===== src/rtl/dsd_pkg.sv =====
// ----------------------------------------------------------------------------
// dsd_pkg
// Shared types, constants and calendar tables of the date serial and
// difference unit.
// ----------------------------------------------------------------------------
package dsd_pkg;

    localparam int MAX_YEAR   = 9999;

    localparam int DAY_W      = 5;
    localparam int MONTH_W    = 4;
    localparam int YEAR_W     = 14;
    localparam int DOY_W      = 9;
    localparam int SERIAL_W   = 22;
    localparam int DIFF_W     = 23;

    // floor(y / 100) as (y * RECIP_100) >> RECIP_SHIFT, exact for y < 43690
    localparam int RECIP_100   = 5243;
    localparam int RECIP_W     = 13;
    localparam int RECIP_SHIFT = 19;
    localparam int QUO_W       = 8;    // year / 100 for any 14-bit year
    localparam int PQ_W        = 7;    // (year - 1) / 100 for a valid year

    localparam int DAYS_PER_YEAR = 365;
    localparam int QUEUE_DEPTH   = 2;
    localparam int QCNT_W        = $clog2(QUEUE_DEPTH + 1);
    localparam int QPTR_W        = $clog2(QUEUE_DEPTH);

    localparam logic [MONTH_W-1:0] MONTH_JAN = MONTH_W'(1);
    localparam logic [MONTH_W-1:0] MONTH_FEB = MONTH_W'(2);
    localparam logic [MONTH_W-1:0] MONTH_DEC = MONTH_W'(12);

    typedef struct packed {
        logic [DAY_W-1:0]   day;
        logic [MONTH_W-1:0] month;
        logic [YEAR_W-1:0]  year;
    } date_t;

    // One classified date, ready for the serial computation
    typedef struct packed {
        logic              valid;
        logic [DOY_W-1:0]  doy;
        logic [YEAR_W-1:0] prev;     // year - 1
        logic [PQ_W-1:0]   prev_q;   // (year - 1) / 100
    } date_info_t;

    typedef struct packed {
        date_info_t first;
        date_info_t second;
    } dsd_item_t;

    function automatic logic [QUO_W-1:0] div100(input logic [YEAR_W-1:0] y);
        logic [YEAR_W+RECIP_W-1:0] p;
        p = (YEAR_W+RECIP_W)'(y) * (YEAR_W+RECIP_W)'(RECIP_100);
        return QUO_W'(p >> RECIP_SHIFT);
    endfunction

    function automatic logic [DAY_W-1:0] month_len(input logic [MONTH_W-1:0] m);
        logic [DAY_W-1:0] r;
        unique case (m)
            4'd1, 4'd3, 4'd5, 4'd7, 4'd8, 4'd10, 4'd12: r = DAY_W'(31);
            4'd4, 4'd6, 4'd9, 4'd11:                    r = DAY_W'(30);
            4'd2:                                       r = DAY_W'(28);
            default:                                    r = '0;
        endcase
        return r;
    endfunction

    function automatic logic [DOY_W-1:0] days_before(input logic [MONTH_W-1:0] m);
        logic [DOY_W-1:0] r;
        unique case (m)
            4'd1:    r = DOY_W'(0);
            4'd2:    r = DOY_W'(31);
            4'd3:    r = DOY_W'(59);
            4'd4:    r = DOY_W'(90);
            4'd5:    r = DOY_W'(120);
            4'd6:    r = DOY_W'(151);
            4'd7:    r = DOY_W'(181);
            4'd8:    r = DOY_W'(212);
            4'd9:    r = DOY_W'(243);
            4'd10:   r = DOY_W'(273);
            4'd11:   r = DOY_W'(304);
            4'd12:   r = DOY_W'(334);
            default: r = '0;
        endcase
        return r;
    endfunction

endpackage


===== src/rtl/dsd_if.sv =====
// ----------------------------------------------------------------------------
// dsd_in_if / dsd_out_if
// Valid/ready channels of the date serial and difference unit.
// ----------------------------------------------------------------------------
interface dsd_in_if;
    import dsd_pkg::*;

    logic               valid;
    logic               ready;
    logic [DAY_W-1:0]   first_day;
    logic [MONTH_W-1:0] first_month;
    logic [YEAR_W-1:0]  first_year;
    logic [DAY_W-1:0]   second_day;
    logic [MONTH_W-1:0] second_month;
    logic [YEAR_W-1:0]  second_year;

    modport source (
        output valid, first_day, first_month, first_year,
               second_day, second_month, second_year,
        input  ready
    );
    modport sink (
        input  valid, first_day, first_month, first_year,
               second_day, second_month, second_year,
        output ready
    );
endinterface

interface dsd_out_if;
    import dsd_pkg::*;

    logic                     valid;
    logic                     ready;
    logic                     first_valid;
    logic                     second_valid;
    logic [DOY_W-1:0]         first_day_of_year;
    logic [SERIAL_W-1:0]      first_serial;
    logic [SERIAL_W-1:0]      second_serial;
    logic signed [DIFF_W-1:0] day_difference;
    logic                     first_is_later;

    modport source (
        output valid, first_valid, second_valid, first_day_of_year,
               first_serial, second_serial, day_difference, first_is_later,
        input  ready
    );
    modport sink (
        input  valid, first_valid, second_valid, first_day_of_year,
               first_serial, second_serial, day_difference, first_is_later,
        output ready
    );
endinterface


===== src/rtl/dsd_front.sv =====
// ----------------------------------------------------------------------------
// dsd_front
// Accepts date pairs, divides the years by 100, then checks each date and
// forms its day of year before pushing it into the queue.
// ----------------------------------------------------------------------------
module dsd_front (
    input  logic              clk,
    input  logic              rst_n,
    dsd_in_if.sink            dates,
    input  logic              full,
    output logic              push,
    output dsd_pkg::dsd_item_t push_item
);
    import dsd_pkg::*;

    logic              f1_valid_reg;
    logic              f1_valid_next;
    date_t             f1_a_reg;
    date_t             f1_b_reg;
    logic [QUO_W-1:0]  f1_qa_reg;
    logic [QUO_W-1:0]  f1_qb_reg;
    logic              accept;

    function automatic date_info_t classify(input date_t d, input logic [QUO_W-1:0] q);
        date_info_t             r;
        logic                   yr_ok;
        logic                   mo_ok;
        logic                   day_ok;
        logic                   cent;
        logic                   leap;
        logic [YEAR_W:0]        q_x100;
        logic [DAY_W:0]         lim;
        logic [QUO_W-1:0]       pq;
        yr_ok  = (d.year != '0) && (int'(d.year) <= MAX_YEAR);
        mo_ok  = (d.month >= MONTH_JAN) && (d.month <= MONTH_DEC);
        q_x100 = (YEAR_W+1)'(q) * (YEAR_W+1)'(100);
        cent   = (q_x100 == (YEAR_W+1)'(d.year));
        leap   = (d.year[1:0] == 2'b00) && (!cent || (q[1:0] == 2'b00));
        lim    = (DAY_W+1)'(month_len(d.month))
               + (DAY_W+1)'(leap && (d.month == MONTH_FEB));
        day_ok = (d.day != '0) && ((DAY_W+1)'(d.day) <= lim);
        pq     = q - QUO_W'(cent);
        r.valid  = yr_ok && mo_ok && day_ok;
        r.doy    = days_before(d.month) + DOY_W'(d.day)
                 + DOY_W'(leap && (d.month > MONTH_FEB));
        r.prev   = d.year - YEAR_W'(1);
        r.prev_q = pq[PQ_W-1:0];
        return r;
    endfunction

    assign dates.ready = !f1_valid_reg || !full;
    assign accept      = dates.valid && dates.ready;
    assign push        = f1_valid_reg && !full;

    always_comb
    begin
        f1_valid_next = f1_valid_reg;
        if (accept)
            f1_valid_next = 1'b1;
        else if (push)
            f1_valid_next = 1'b0;
    end

    always_ff @(posedge clk or negedge rst_n)
    begin
        if (!rst_n)
            f1_valid_reg <= 1'b0;
        else
            f1_valid_reg <= f1_valid_next;
    end

    always_ff @(posedge clk)
    begin
        if (accept)
        begin
            f1_a_reg  <= '{day: dates.first_day, month: dates.first_month,
                           year: dates.first_year};
            f1_b_reg  <= '{day: dates.second_day, month: dates.second_month,
                           year: dates.second_year};
            f1_qa_reg <= div100(dates.first_year);
            f1_qb_reg <= div100(dates.second_year);
        end
    end

    assign push_item.first  = classify(f1_a_reg, f1_qa_reg);
    assign push_item.second = classify(f1_b_reg, f1_qb_reg);

endmodule


===== src/rtl/dsd_queue.sv =====
// ----------------------------------------------------------------------------
// dsd_queue
// Short queue between the front and the back end.
// ----------------------------------------------------------------------------
module dsd_queue (
    input  logic               clk,
    input  logic               rst_n,
    input  logic               push,
    input  dsd_pkg::dsd_item_t push_item,
    output logic               full,
    input  logic               pop,
    output logic               nonempty,
    output dsd_pkg::dsd_item_t head
);
    import dsd_pkg::*;

    dsd_item_t         entry_reg [QUEUE_DEPTH];
    logic [QPTR_W-1:0] wr_ptr_reg;
    logic [QPTR_W-1:0] wr_ptr_next;
    logic [QPTR_W-1:0] rd_ptr_reg;
    logic [QPTR_W-1:0] rd_ptr_next;
    logic [QCNT_W-1:0] count_reg;
    logic [QCNT_W-1:0] count_next;

    assign full     = (count_reg == QCNT_W'(QUEUE_DEPTH));
    assign nonempty = (count_reg != '0);
    assign head     = entry_reg[rd_ptr_reg];

    function automatic logic [QPTR_W-1:0] bump(input logic [QPTR_W-1:0] p);
        return (p == QPTR_W'(QUEUE_DEPTH - 1)) ? '0 : p + QPTR_W'(1);
    endfunction

    always_comb
    begin
        wr_ptr_next = push ? bump(wr_ptr_reg) : wr_ptr_reg;
        rd_ptr_next = pop  ? bump(rd_ptr_reg) : rd_ptr_reg;
        count_next  = count_reg + QCNT_W'(push) - QCNT_W'(pop);
    end

    always_ff @(posedge clk or negedge rst_n)
    begin
        if (!rst_n)
        begin
            wr_ptr_reg <= '0;
            rd_ptr_reg <= '0;
            count_reg  <= '0;
        end
        else
        begin
            wr_ptr_reg <= wr_ptr_next;
            rd_ptr_reg <= rd_ptr_next;
            count_reg  <= count_next;
        end
    end

    always_ff @(posedge clk)
    begin
        if (push)
            entry_reg[wr_ptr_reg] <= push_item;
    end

    a_count_bound: assert property (@(posedge clk) disable iff (!rst_n)
        count_reg <= QCNT_W'(QUEUE_DEPTH))
        else $error("queue count beyond depth");

    a_no_overflow: assert property (@(posedge clk) disable iff (!rst_n)
        push |-> !full)
        else $error("push into full queue");

    a_no_underflow: assert property (@(posedge clk) disable iff (!rst_n)
        pop |-> nonempty)
        else $error("pop from empty queue");

endmodule


===== src/rtl/dsd_back.sv =====
// ----------------------------------------------------------------------------
// dsd_back
// Turns classified dates into day numbers, then forms the difference and
// the ordering flag in the output register.
// ----------------------------------------------------------------------------
module dsd_back (
    input  logic               clk,
    input  logic               rst_n,
    input  logic               nonempty,
    input  dsd_pkg::dsd_item_t head,
    output logic               pop,
    dsd_out_if.source          result
);
    import dsd_pkg::*;

    logic                     s1_valid_reg;
    logic                     s1_valid_next;
    logic                     s1_va_reg;
    logic                     s1_vb_reg;
    logic [DOY_W-1:0]         s1_doy_reg;
    logic [SERIAL_W-1:0]      s1_sa_reg;
    logic [SERIAL_W-1:0]      s1_sb_reg;

    logic                     out_valid_reg;
    logic                     out_valid_next;
    logic                     out_va_reg;
    logic                     out_vb_reg;
    logic [DOY_W-1:0]         out_doy_reg;
    logic [SERIAL_W-1:0]      out_sa_reg;
    logic [SERIAL_W-1:0]      out_sb_reg;
    logic signed [DIFF_W-1:0] out_diff_reg;
    logic                     out_later_reg;

    logic                     out_adv;
    logic                     s1_adv;
    logic                     both_ok;
    logic signed [DIFF_W-1:0] diff;

    // prev*365 + prev/4 - prev/100 + prev/400 + doy, zero when invalid
    function automatic logic [SERIAL_W-1:0] serial(input date_info_t d);
        logic [SERIAL_W-1:0] s;
        s = SERIAL_W'(d.prev) * SERIAL_W'(DAYS_PER_YEAR)
          + SERIAL_W'(d.prev >> 2)
          + SERIAL_W'(d.prev_q >> 2)
          + SERIAL_W'(d.doy)
          - SERIAL_W'(d.prev_q);
        return d.valid ? s : '0;
    endfunction

    assign out_adv = !out_valid_reg || result.ready;
    assign s1_adv  = !s1_valid_reg || out_adv;
    assign pop     = nonempty && s1_adv;

    assign both_ok = s1_va_reg && s1_vb_reg;
    assign diff    = both_ok ? (signed'({1'b0, s1_sb_reg}) - signed'({1'b0, s1_sa_reg}))
                             : '0;

    always_comb
    begin
        s1_valid_next  = s1_adv ? nonempty : s1_valid_reg;
        out_valid_next = out_adv ? s1_valid_reg : out_valid_reg;
    end

    always_ff @(posedge clk or negedge rst_n)
    begin
        if (!rst_n)
        begin
            s1_valid_reg  <= 1'b0;
            out_valid_reg <= 1'b0;
        end
        else
        begin
            s1_valid_reg  <= s1_valid_next;
            out_valid_reg <= out_valid_next;
        end
    end

    always_ff @(posedge clk)
    begin
        if (pop)
        begin
            s1_va_reg  <= head.first.valid;
            s1_vb_reg  <= head.second.valid;
            s1_doy_reg <= head.first.valid ? head.first.doy : '0;
            s1_sa_reg  <= serial(head.first);
            s1_sb_reg  <= serial(head.second);
        end
        if (out_adv && s1_valid_reg)
        begin
            out_va_reg    <= s1_va_reg;
            out_vb_reg    <= s1_vb_reg;
            out_doy_reg   <= s1_doy_reg;
            out_sa_reg    <= s1_sa_reg;
            out_sb_reg    <= s1_sb_reg;
            out_diff_reg  <= diff;
            out_later_reg <= both_ok && (s1_sa_reg > s1_sb_reg);
        end
    end

    assign result.valid             = out_valid_reg;
    assign result.first_valid       = out_va_reg;
    assign result.second_valid      = out_vb_reg;
    assign result.first_day_of_year = out_doy_reg;
    assign result.first_serial      = out_sa_reg;
    assign result.second_serial     = out_sb_reg;
    assign result.day_difference    = out_diff_reg;
    assign result.first_is_later    = out_later_reg;

    a_invalid_zero: assert property (@(posedge clk) disable iff (!rst_n)
        (out_valid_reg && !out_va_reg) |-> (out_sa_reg == '0 && out_doy_reg == '0))
        else $error("invalid first date with nonzero numbers");

    a_diff_gated: assert property (@(posedge clk) disable iff (!rst_n)
        (out_valid_reg && (!out_va_reg || !out_vb_reg))
            |-> (out_diff_reg == '0 && !out_later_reg))
        else $error("difference not cleared for invalid date");

    a_later_sign: assert property (@(posedge clk) disable iff (!rst_n)
        (out_valid_reg && out_later_reg) |-> out_diff_reg[DIFF_W-1])
        else $error("later flag disagrees with difference sign");

endmodule


===== src/rtl/date_serial_and_difference_unit.sv =====
// ----------------------------------------------------------------------------
// date_serial_and_difference_unit
// Checks two Gregorian dates and gives their day numbers and difference.
// ----------------------------------------------------------------------------
// Usage:
//   dates  : one request carries two dates (day, month, year). It is taken
//            at a clock edge with valid and ready both high.
//   result : one response per request, in order: validity flags, day of year
//            of the first date, both day numbers (1/1/1 is day 1), the
//            difference second minus first and a first-is-later flag.
//            Numbers of an invalid date, and the difference, read as zero.
// Path: from acceptance through the year division register, classification into the
//   queue, the day-number register and the output register to result valid.
// Throughput: one request per cycle while result.ready is high; the year / 100 multiply, the day-number
//   multiply-add and the difference subtract each sit in a stage of their own.
// Stall: when result.ready is low the output register holds; the back end
//   fills, then the two-entry queue, then the front register, and only then
//   dates.ready drops. Throughput recovers at once when ready returns.
// Reset: rst_n clears the queue and all valid flags; requests in flight are dropped, none is
//   invented, and the block is ready in the first cycle after reset.
// ----------------------------------------------------------------------------
module date_serial_and_difference_unit (
    input  logic      clk,
    input  logic      rst_n,
    dsd_in_if.sink    dates,
    dsd_out_if.source result
);
    import dsd_pkg::*;

    logic      push;
    logic      full;
    logic      pop;
    logic      nonempty;
    dsd_item_t push_item;
    dsd_item_t head;

    dsd_front u_front (
        .clk       (clk),
        .rst_n     (rst_n),
        .dates     (dates),
        .full      (full),
        .push      (push),
        .push_item (push_item)
    );

    dsd_queue u_queue (
        .clk       (clk),
        .rst_n     (rst_n),
        .push      (push),
        .push_item (push_item),
        .full      (full),
        .pop       (pop),
        .nonempty  (nonempty),
        .head      (head)
    );

    dsd_back u_back (
        .clk      (clk),
        .rst_n    (rst_n),
        .nonempty (nonempty),
        .head     (head),
        .pop      (pop),
        .result   (result)
    );

endmodule


===== src/flat_wrapper.sv =====
// flat-port wrapper written by rule: the top's interface ports become plain ports
module date_serial_and_difference_unit_flat import dsd_pkg::*;
  (clk, rst_n, dates_valid, dates_first_day, dates_first_month, dates_first_year, dates_second_day, dates_second_month, dates_second_year, dates_ready, result_valid, result_first_valid, result_second_valid, result_first_day_of_year, result_first_serial, result_second_serial, result_day_difference, result_first_is_later, result_ready);
  dsd_in_if dates_i ();
  dsd_out_if result_i ();
  input  logic clk;
  input  logic rst_n;
  input wire logic [$bits(dates_i.valid)-1:0] dates_valid;
  input wire logic [$bits(dates_i.first_day)-1:0] dates_first_day;
  input wire logic [$bits(dates_i.first_month)-1:0] dates_first_month;
  input wire logic [$bits(dates_i.first_year)-1:0] dates_first_year;
  input wire logic [$bits(dates_i.second_day)-1:0] dates_second_day;
  input wire logic [$bits(dates_i.second_month)-1:0] dates_second_month;
  input wire logic [$bits(dates_i.second_year)-1:0] dates_second_year;
  output wire logic [$bits(dates_i.ready)-1:0] dates_ready;
  output wire logic [$bits(result_i.valid)-1:0] result_valid;
  output wire logic [$bits(result_i.first_valid)-1:0] result_first_valid;
  output wire logic [$bits(result_i.second_valid)-1:0] result_second_valid;
  output wire logic [$bits(result_i.first_day_of_year)-1:0] result_first_day_of_year;
  output wire logic [$bits(result_i.first_serial)-1:0] result_first_serial;
  output wire logic [$bits(result_i.second_serial)-1:0] result_second_serial;
  output wire logic [$bits(result_i.day_difference)-1:0] result_day_difference;
  output wire logic [$bits(result_i.first_is_later)-1:0] result_first_is_later;
  input wire logic [$bits(result_i.ready)-1:0] result_ready;
  assign dates_i.valid = dates_valid;
  assign dates_i.first_day = dates_first_day;
  assign dates_i.first_month = dates_first_month;
  assign dates_i.first_year = dates_first_year;
  assign dates_i.second_day = dates_second_day;
  assign dates_i.second_month = dates_second_month;
  assign dates_i.second_year = dates_second_year;
  assign dates_ready = dates_i.ready;
  assign result_valid = result_i.valid;
  assign result_first_valid = result_i.first_valid;
  assign result_second_valid = result_i.second_valid;
  assign result_first_day_of_year = result_i.first_day_of_year;
  assign result_first_serial = result_i.first_serial;
  assign result_second_serial = result_i.second_serial;
  assign result_day_difference = result_i.day_difference;
  assign result_first_is_later = result_i.first_is_later;
  assign result_i.ready = result_ready;
  date_serial_and_difference_unit u_core (.clk(clk), .rst_n(rst_n), .dates(dates_i), .result(result_i));
endmodule

===== config.mk =====
export PLATFORM = sky130hd
export DESIGN_NAME = date_serial_and_difference_unit_flat
export DESIGN_NICKNAME = d
export VERILOG_FILES = /design/src/rtl/dsd_pkg.sv /design/src/rtl/dsd_if.sv /design/src/rtl/dsd_front.sv /design/src/rtl/dsd_queue.sv /design/src/rtl/dsd_back.sv /design/src/rtl/date_serial_and_difference_unit.sv /design/src/flat_wrapper.sv
export SDC_FILE = /design/constraint.sdc
export NUM_CORES = 1
export LEC_CHECK = 0
export ABC_CLOCK_PERIOD_IN_PS = 6210
export BUFFER_PORTS_ARGS = -buffer_cell sky130_fd_sc_hd__clkbuf_2
export CAP_MARGIN = 20
export CELL_PAD_IN_SITES_DETAIL_PLACEMENT = 0
export CELL_PAD_IN_SITES_GLOBAL_PLACEMENT = 1
export CORE_UTILIZATION = 47
export DETAILED_ROUTE_END_ITERATION = 16
export MAX_ROUTING_LAYER = met4
export PLACE_DENSITY_LB_ADDON = 0.1
export SLEW_MARGIN = 20
export SYNTH_ARGS = -nofsm -noshare
export SYNTH_HDL_FRONTEND = slang
export SYNTH_SLANG_ARGS = --single-unit

===== constraint.sdc =====
create_clock -name clk -period 6.21 [get_ports clk]
set_input_delay 0 -clock clk [delete_from_list [all_inputs] [get_ports clk]]
set_output_delay 0 -clock clk [all_outputs]
set_load 0.1 [all_outputs]

==> results of run 1 <==
## cells by family after synthesis
kind of cell	count (synthesis)	synth area share, %
AO/OA/AOI/OAI	296	6.338
buffers and inverters	590	7.163
XOR/XNOR	145	4.105
AND/OR/NAND/NOR	379	6.152
multiplexers	77	2.593
flip-flops	351	33.18
adder cells (fa/ha/maj)	814	40.47
## metrics by stage
| step | setup slack (ns) | cells | hold slack [ns] | TNS, ns | instance area, um2 |
|---|---|---|---|---|---|
| 2_1_floorplan | 0.0007709 | 2652 | -0.2956 | 0 | 30940 |
| 5_1_grt | -0.0009410 | 3791 | 0.1513 | -0.0009410 | 34910 |
| 6_report | 0.2884 | 3791 | 0.1610 | 0 | 34910 |
| 3_3_place_gp | 0.1914 | 3656 | -0.1364 | 0 | 32950 |
| 4_1_cts | 0.07288 | 3776 | 0.1247 | 0 | 34720 |
| 3_5_place_dp | 0.1008 | 3656 | -0.1278 | 0 | 32950 |
## routing by layer
| metal | part of all wire, % | GRT usage, % | up-vias |
|---|---|---|---|
| li1 | - | - | 9362 |
| met1 | 47 | 26.79 | 9217 |
| met2 | 48 | 33.47 | 265 |
| met3 | 2.9 | 1.751 | 65 |
| met4 | 2.0 | 5.375 | 0 |
| met5 | 0 | - | - |
## worst max-delay path by stage
stage / endpoint / startpoint / slack, ns / cells past startpoint
2_1_floorplan: u_core.u_back.s1_sa_reg[19] / u_core.u_queue.rd_ptr_reg / 0.0008 / 22
3_3_place_gp: u_core.u_back.s1_sa_reg[21] / u_core.u_queue.rd_ptr_reg / 0.19 / 19
3_5_place_dp: u_core.u_queue.entry_reg[1][30] / u_core.u_front.f1_qb_reg[2] / 0.10 / 23
4_1_cts: u_core.u_queue.entry_reg[1][30] / u_core.u_front.f1_qb_reg[2] / 0.07 / 23
5_1_grt: u_core.u_back.s1_sa_reg[20] / u_core.u_queue.rd_ptr_reg / -0.0009 / 22
6_report: u_core.u_back.s1_sa_reg[20] / u_core.u_queue.rd_ptr_reg / 0.29 / 22
## placed cells by master (no fill, tap or decap), types with 50 or more instances in the layout
cell and n:
clkbuf_2 130, buf_4 58, edfxtp_1 320, inv_1 557, a21oi_1 70, xnor2_1 97
nand2_1 70, ha_1 503, nor2_1 106, fa_1 310, o21ai_0 55, dlygate4sd3_1 50
## worst max-delay path, cell delays in order (launching register included)
cell	delay (ns)
dfrtp_4	0.53
buf_4	0.19
buf_4	0.14
mux2i_2	0.20
inv_2	0.11
fa_1	0.47
fa_1	0.47
ha_1	0.29
ha_1	0.27
inv_1	0.04
fa_1	0.43
inv_1	0.06
ha_1	0.18
inv_1	0.08
fa_2	0.40
nor2b_2	0.14
o21a_1	0.16
o21ai_1	0.11
a211o_1	0.35
and4_1	0.21
o31a_1	0.32
o21bai_1	0.17
mux2_2	0.34
## cell type report
| class | count | area [um2] |
|---|---|---|
| well taps | 855 | 1070 |
| clock inverters | 18 | 221.5 |
| repair buffers | 240 | 1618 |
| fillers | 5714 | 29780 |
| flip-flops and latches | 351 | 10270 |
| multi-input cells | 1711 | 18560 |
| inverters | 564 | 2117 |
| clock buffers | 52 | 1055 |
## timing repair
| item | CTS | global route |
|---|---|---|
| resized for setup | 0 | 21 |
| hold endpoints to repair | 67 | 0 |
| setup buffers | 0 | 15 |
| endpoints found under the setup margin | 0 | 16 |
| hold buffers | 50 | 0 |
==> metrics.md, run 1 <==
| Metric | Value |
|---|---|
| Largest net degree at the start of global routing | `72` |
| Post-Synthesis Cell Area | `30,940 um2` |
| Final nets | `3,770` |
| Max-slew violations | `0` |
| 1st-pass router iterations | `5` |
| # setup viols final | `0` |
| Min-delay src | `dates_first_day[0]` |
| WP data arrival | `6.23 ns` |
| Class of the most critical setup path | `register to register` |
| IO Pins | `131` |
| Worst-path clk slew | `0.06 ns` |
| Ant. Diodes | `0` |
| Global-route wire length before repair | `104,200 um` |
| Worst hold path endpoint | `u_core.u_front.f1_a_reg[18]` |
| H-Tree Level Count | `2` |
| Vias per cell | `4.988` |
| Post-Syn Area per Cell | `11.67 um2` |
| Reg2reg setup slack | `0.29 ns` |
| DR vias | `18.91k` |
| Hold Path Class | `input port to register` |
| Synth top area cells | `edfxtp_1 31%, ha_1 20%, fa_1 20%` |
| Fmax achieved | `0.1689 GHz` |
| Hold depth | `2` |
| CP required | `6.52 ns` |
| # DRC | `0` |
| Post-synth ARST share | `1.994%` |
| Post-Syn Nets | `3,516` |
| Area delta synth->final | `12.86%` |
| Worst R2R End | `u_core.u_back.s1_sa_reg[20]` |
| Cells after synthesis | `2,652` |
| Initial antenna violation count | `0` |
| Width of the die | `258.6 um` |
| Number of synthesized flops with an enable pin | `320` |
| R2R cell count | `22` |
| Port Buf Inserts | `130` |
| Synth Flop Type | `edfxtp_1` |
| Max_slew headroom | `40.00%` |
| Max FFs per register | `124` |
| Most common cell in the netlist | `inv_1` |
| Share of the synthesized area in the top cell type | `31.06%` |
| GP Congestion | `0.8818` |
| Routed Antenna Nets | `0` |
| TritonCTS clock tree | `built` |
| DPL Wire Length | `52,640 um` |
| FF+latch count, synth | `351` |
| Period utilization | `95.36%` |
| Final Hold Fails | `0` |
| Share of layout cells above drive strength 1 | `10.73%` |
| Insertion delay to the later sink of the worst-skew pair | `0.56 ns` |
| Count of cell types in the netlist | `70` |
| Inserted Clock Buffers | `38` |
| Crit end category | `register` |
| Total gr overflow | `0` |
| Core Util, Final | `53.96%` |
| Tmin final | `5.922 ns` |
| Result of the run | `finished clean` |
| Startpoint Class | `register` |
| GRT Util Overall | `20.23%` |
| Worst r2r src | `u_core.u_queue.rd_ptr_reg` |
| Clock Skew | `0.02286 ns` |
| Die Area | `66,850 um2` |
| Synth warn | `0` |
| Critical Path Fanout Max | `8` |
| Routed len/inst | `16.77 um` |
| Starting Density | `47.82%` |
| CTS sink count | `351` |
| Die height | `258.6 um` |
| Clk buf depth | `3` |
| Row cnt | `93` |
| Sequential fraction of the synthesis area | `33.18%` |
| Core box area | `64,700 um2` |
| Number of global-route vias before repair | `20.29k` |
| Post-synth top cells | `562 x inv_1, 503 x ha_1, 320 x edfxtp_1, 311 x fa_1, 108 x nor2_1` |
| Max Cap Violations | `0` |
| Initial DRC count | `789` |
| Post-Route WL | `63,560 um` |
| Clk root buf | `clkbuf_16` |
| Tightest Pin Transition | `0.9000 ns` |
| Area leader, netlist | `edfxtp_1` |
Power of run 1 is left out: the tool's default activity adds up to more than one toggle a clock period on the data nets, which glitch-free logic cannot reach.
==> run 2: changes to the inputs <==
ABC_CLOCK_PERIOD_IN_PS = 7500   (was 6210)
CORE_UTILIZATION = 56   (was 47)
clock period = 7.5 ns   (was 6.21 ns; I/O delays follow)
==> metrics.md, run 2 (synthesis results as in run 1) <==
| Metric | Value |
|---|---|
| Max Cap Violations | `0` |
| Share of layout cells above drive strength 1 | `8.779%` |
| DR vias | `18.84k` |
| Clk buf depth | `3` |
| Core Util, Final | `63.08%` |
| Starting Density | `57.04%` |
| Setup TNS | `0 ns` |
| Port Buf Inserts | `130` |
| Met3 wire length | `1862 um` |
| # setup viols final | `0` |
| Fmax achieved | `0.1528 GHz` |
| Most common cell after layout, fill and taps aside | `inv_1` |
| Number of global-route vias before repair | `19.63k` |
| Inserted Clock Buffers | `37` |
| Die height | `237.0 um` |
| Ant. Diodes | `0` |
| Clock Skew | `0.01701 ns` |
| Insertion delay to the later sink of the worst-skew pair | `0.54 ns` |
| Post-route insts no fill | `3,578` |
| Top Metal Used | `met4` |
| DP Worst Slack | `0.9245 ns` |
| Fin worst setup slack | `0.9537 ns` |
| Post-Route WL | `60,370 um` |
| Max-slew violations | `0` |
| IO Pins | `131` |
| Commonest non-fill, non-tap cells in the layout | `561 x inv_1, 503 x ha_1, 320 x edfxtp_1` |
| Die Area | `56,190 um2` |
| # DRC | `0` |
| Max_slew headroom | `33.21%` |
| Row cnt | `85` |
| Max FFs per register | `124` |
| Worst-path clk slew | `0.07 ns` |
| H-Tree Level Count | `2` |
| Clk root buf | `clkbuf_16` |
| 1st-pass router iterations | `5` |
| Placed Instances | `3,463` |
| Met2 WL | `28,940 um` |
| PostCTS Resize Cnt | `0` |
| Total gr overflow | `0` |
| Critical Path Fanout Max | `33` |
| CTS sink count | `351` |
| WP data arrival | `6.96 ns` |
| Final Hold Fails | `0` |
| Tightest Pin Transition | `1.002 ns` |
| CP required | `7.91 ns` |
| Result of the run | `finished clean` |
| GRT Util Overall | `22.97%` |
| Routed len/inst | `16.87 um` |
| Initial DRC count | `728` |
| Crit end category | `register` |
| DPL Wire Length | `49,890 um` |
| Min-delay src | `dates_first_day[2]` |
| Met1 wire length | `28,350 um` |
| Routed Antenna Nets | `0` |
| Startpoint Class | `register` |
| Class of the most critical setup path | `register to register` |
| GP Congestion | `0.9359` |
| Area delta synth->final | `10.60%` |
| Vias per cell | `5.265` |
| Largest net degree at the start of global routing | `78` |
| Hold Path Class | `input port to register` |
| CP startpoint | `u_core.u_queue.rd_ptr_reg` |
| Period utilization | `87.28%` |
| Fillers | `4,360` |
| RSZ-0062 raised after global routing | `no` |
| Width of the die | `237.0 um` |
| TritonCTS clock tree | `built` |
| Global-route wire length before repair | `99,140 um` |
| Tmin final | `6.546 ns` |
| Worst r2r src | `u_core.u_queue.rd_ptr_reg` |
| Final nets | `3,720` |
| Core box area | `54,240 um2` |
| Initial antenna violation count | `0` |
-- run 2: cell types whose count changed in the layout (fill, tap and decap cells not counted), moves of 3 or more --
cell	delta
clkbuf_1	-5
mux2i_1	+3
buf_4	-47
inv_1	+4
mux2i_2	-3
inv_2	-4
-- run 2: layer usage --
metal / track usage, % / vias to the layer above
met5: - / -
li1: - / 9266
met4: 5.608 / 0
met2: 38.09 / 324
met3: 1.993 / 65
met1: 30.68 / 9183
-- run 2: cell type report --
class	instances	area, um2	share of cell area [%]
repair buffers	191	1234	3.606
well taps	696	870.8	2.545
inverters	564	2117	6.187
flip-flops and latches	351	10270	30.01
clock buffers	45	985.9	2.881
clock inverters	20	250.2	0.7313
multi-input cells	1711	18490	54.04
-- run 2: what timing repair did --
action,CTS,global route
hold endpoints to repair,73,0
hold buffers,50,0
buffers inserted,0,0
-- run 2: worst paths after layout --
check | endpoint | cells past startpoint | slack, ns
setup / recovery | u_core.u_back.s1_sb_reg[18] | 18 | 0.95
hold / removal | u_core.u_front.f1_a_reg[20] | 2 | 0.17
setup reg to reg | u_core.u_back.s1_sb_reg[18] | 18 | 0.95
hold reg to reg | u_core.u_back.result.first_day_of_year[0] | 0 | 0.42
max in group asynchronous | u_core.u_queue.rd_ptr_reg | 3 | 6.78
min in group asynchronous | u_core.u_queue.rd_ptr_reg | 3 | 0.42
-- run 2: worst max-delay path: stages (launching register included) --
cell and delay (ns):
dfrtp_4 0.77, buf_4 0.39, mux2i_1 0.43, inv_1 0.27, fa_1 0.56, fa_1 0.49
ha_1 0.32, fa_1 0.48, inv_1 0.06, fa_1 0.52, fa_1 0.45, nor2b_1 0.16
o21a_1 0.14, o21ai_0 0.11, a21oi_1 0.25, o31a_1 0.26, nor2_1 0.11, or4_1 0.50
nand3_1 0.09
-- run 2: through the flow --
stage                     hold WS (ns)  instance area [um2]
final                           0.1700                34220
after global routing            0.1649                34220
after CTS                       0.1350                34220
after floorplan                -0.2956                30940
after detailed placement       -0.1461                32480
after global placement         -0.1561                32480
Power of run 2 is left out for the same reason.
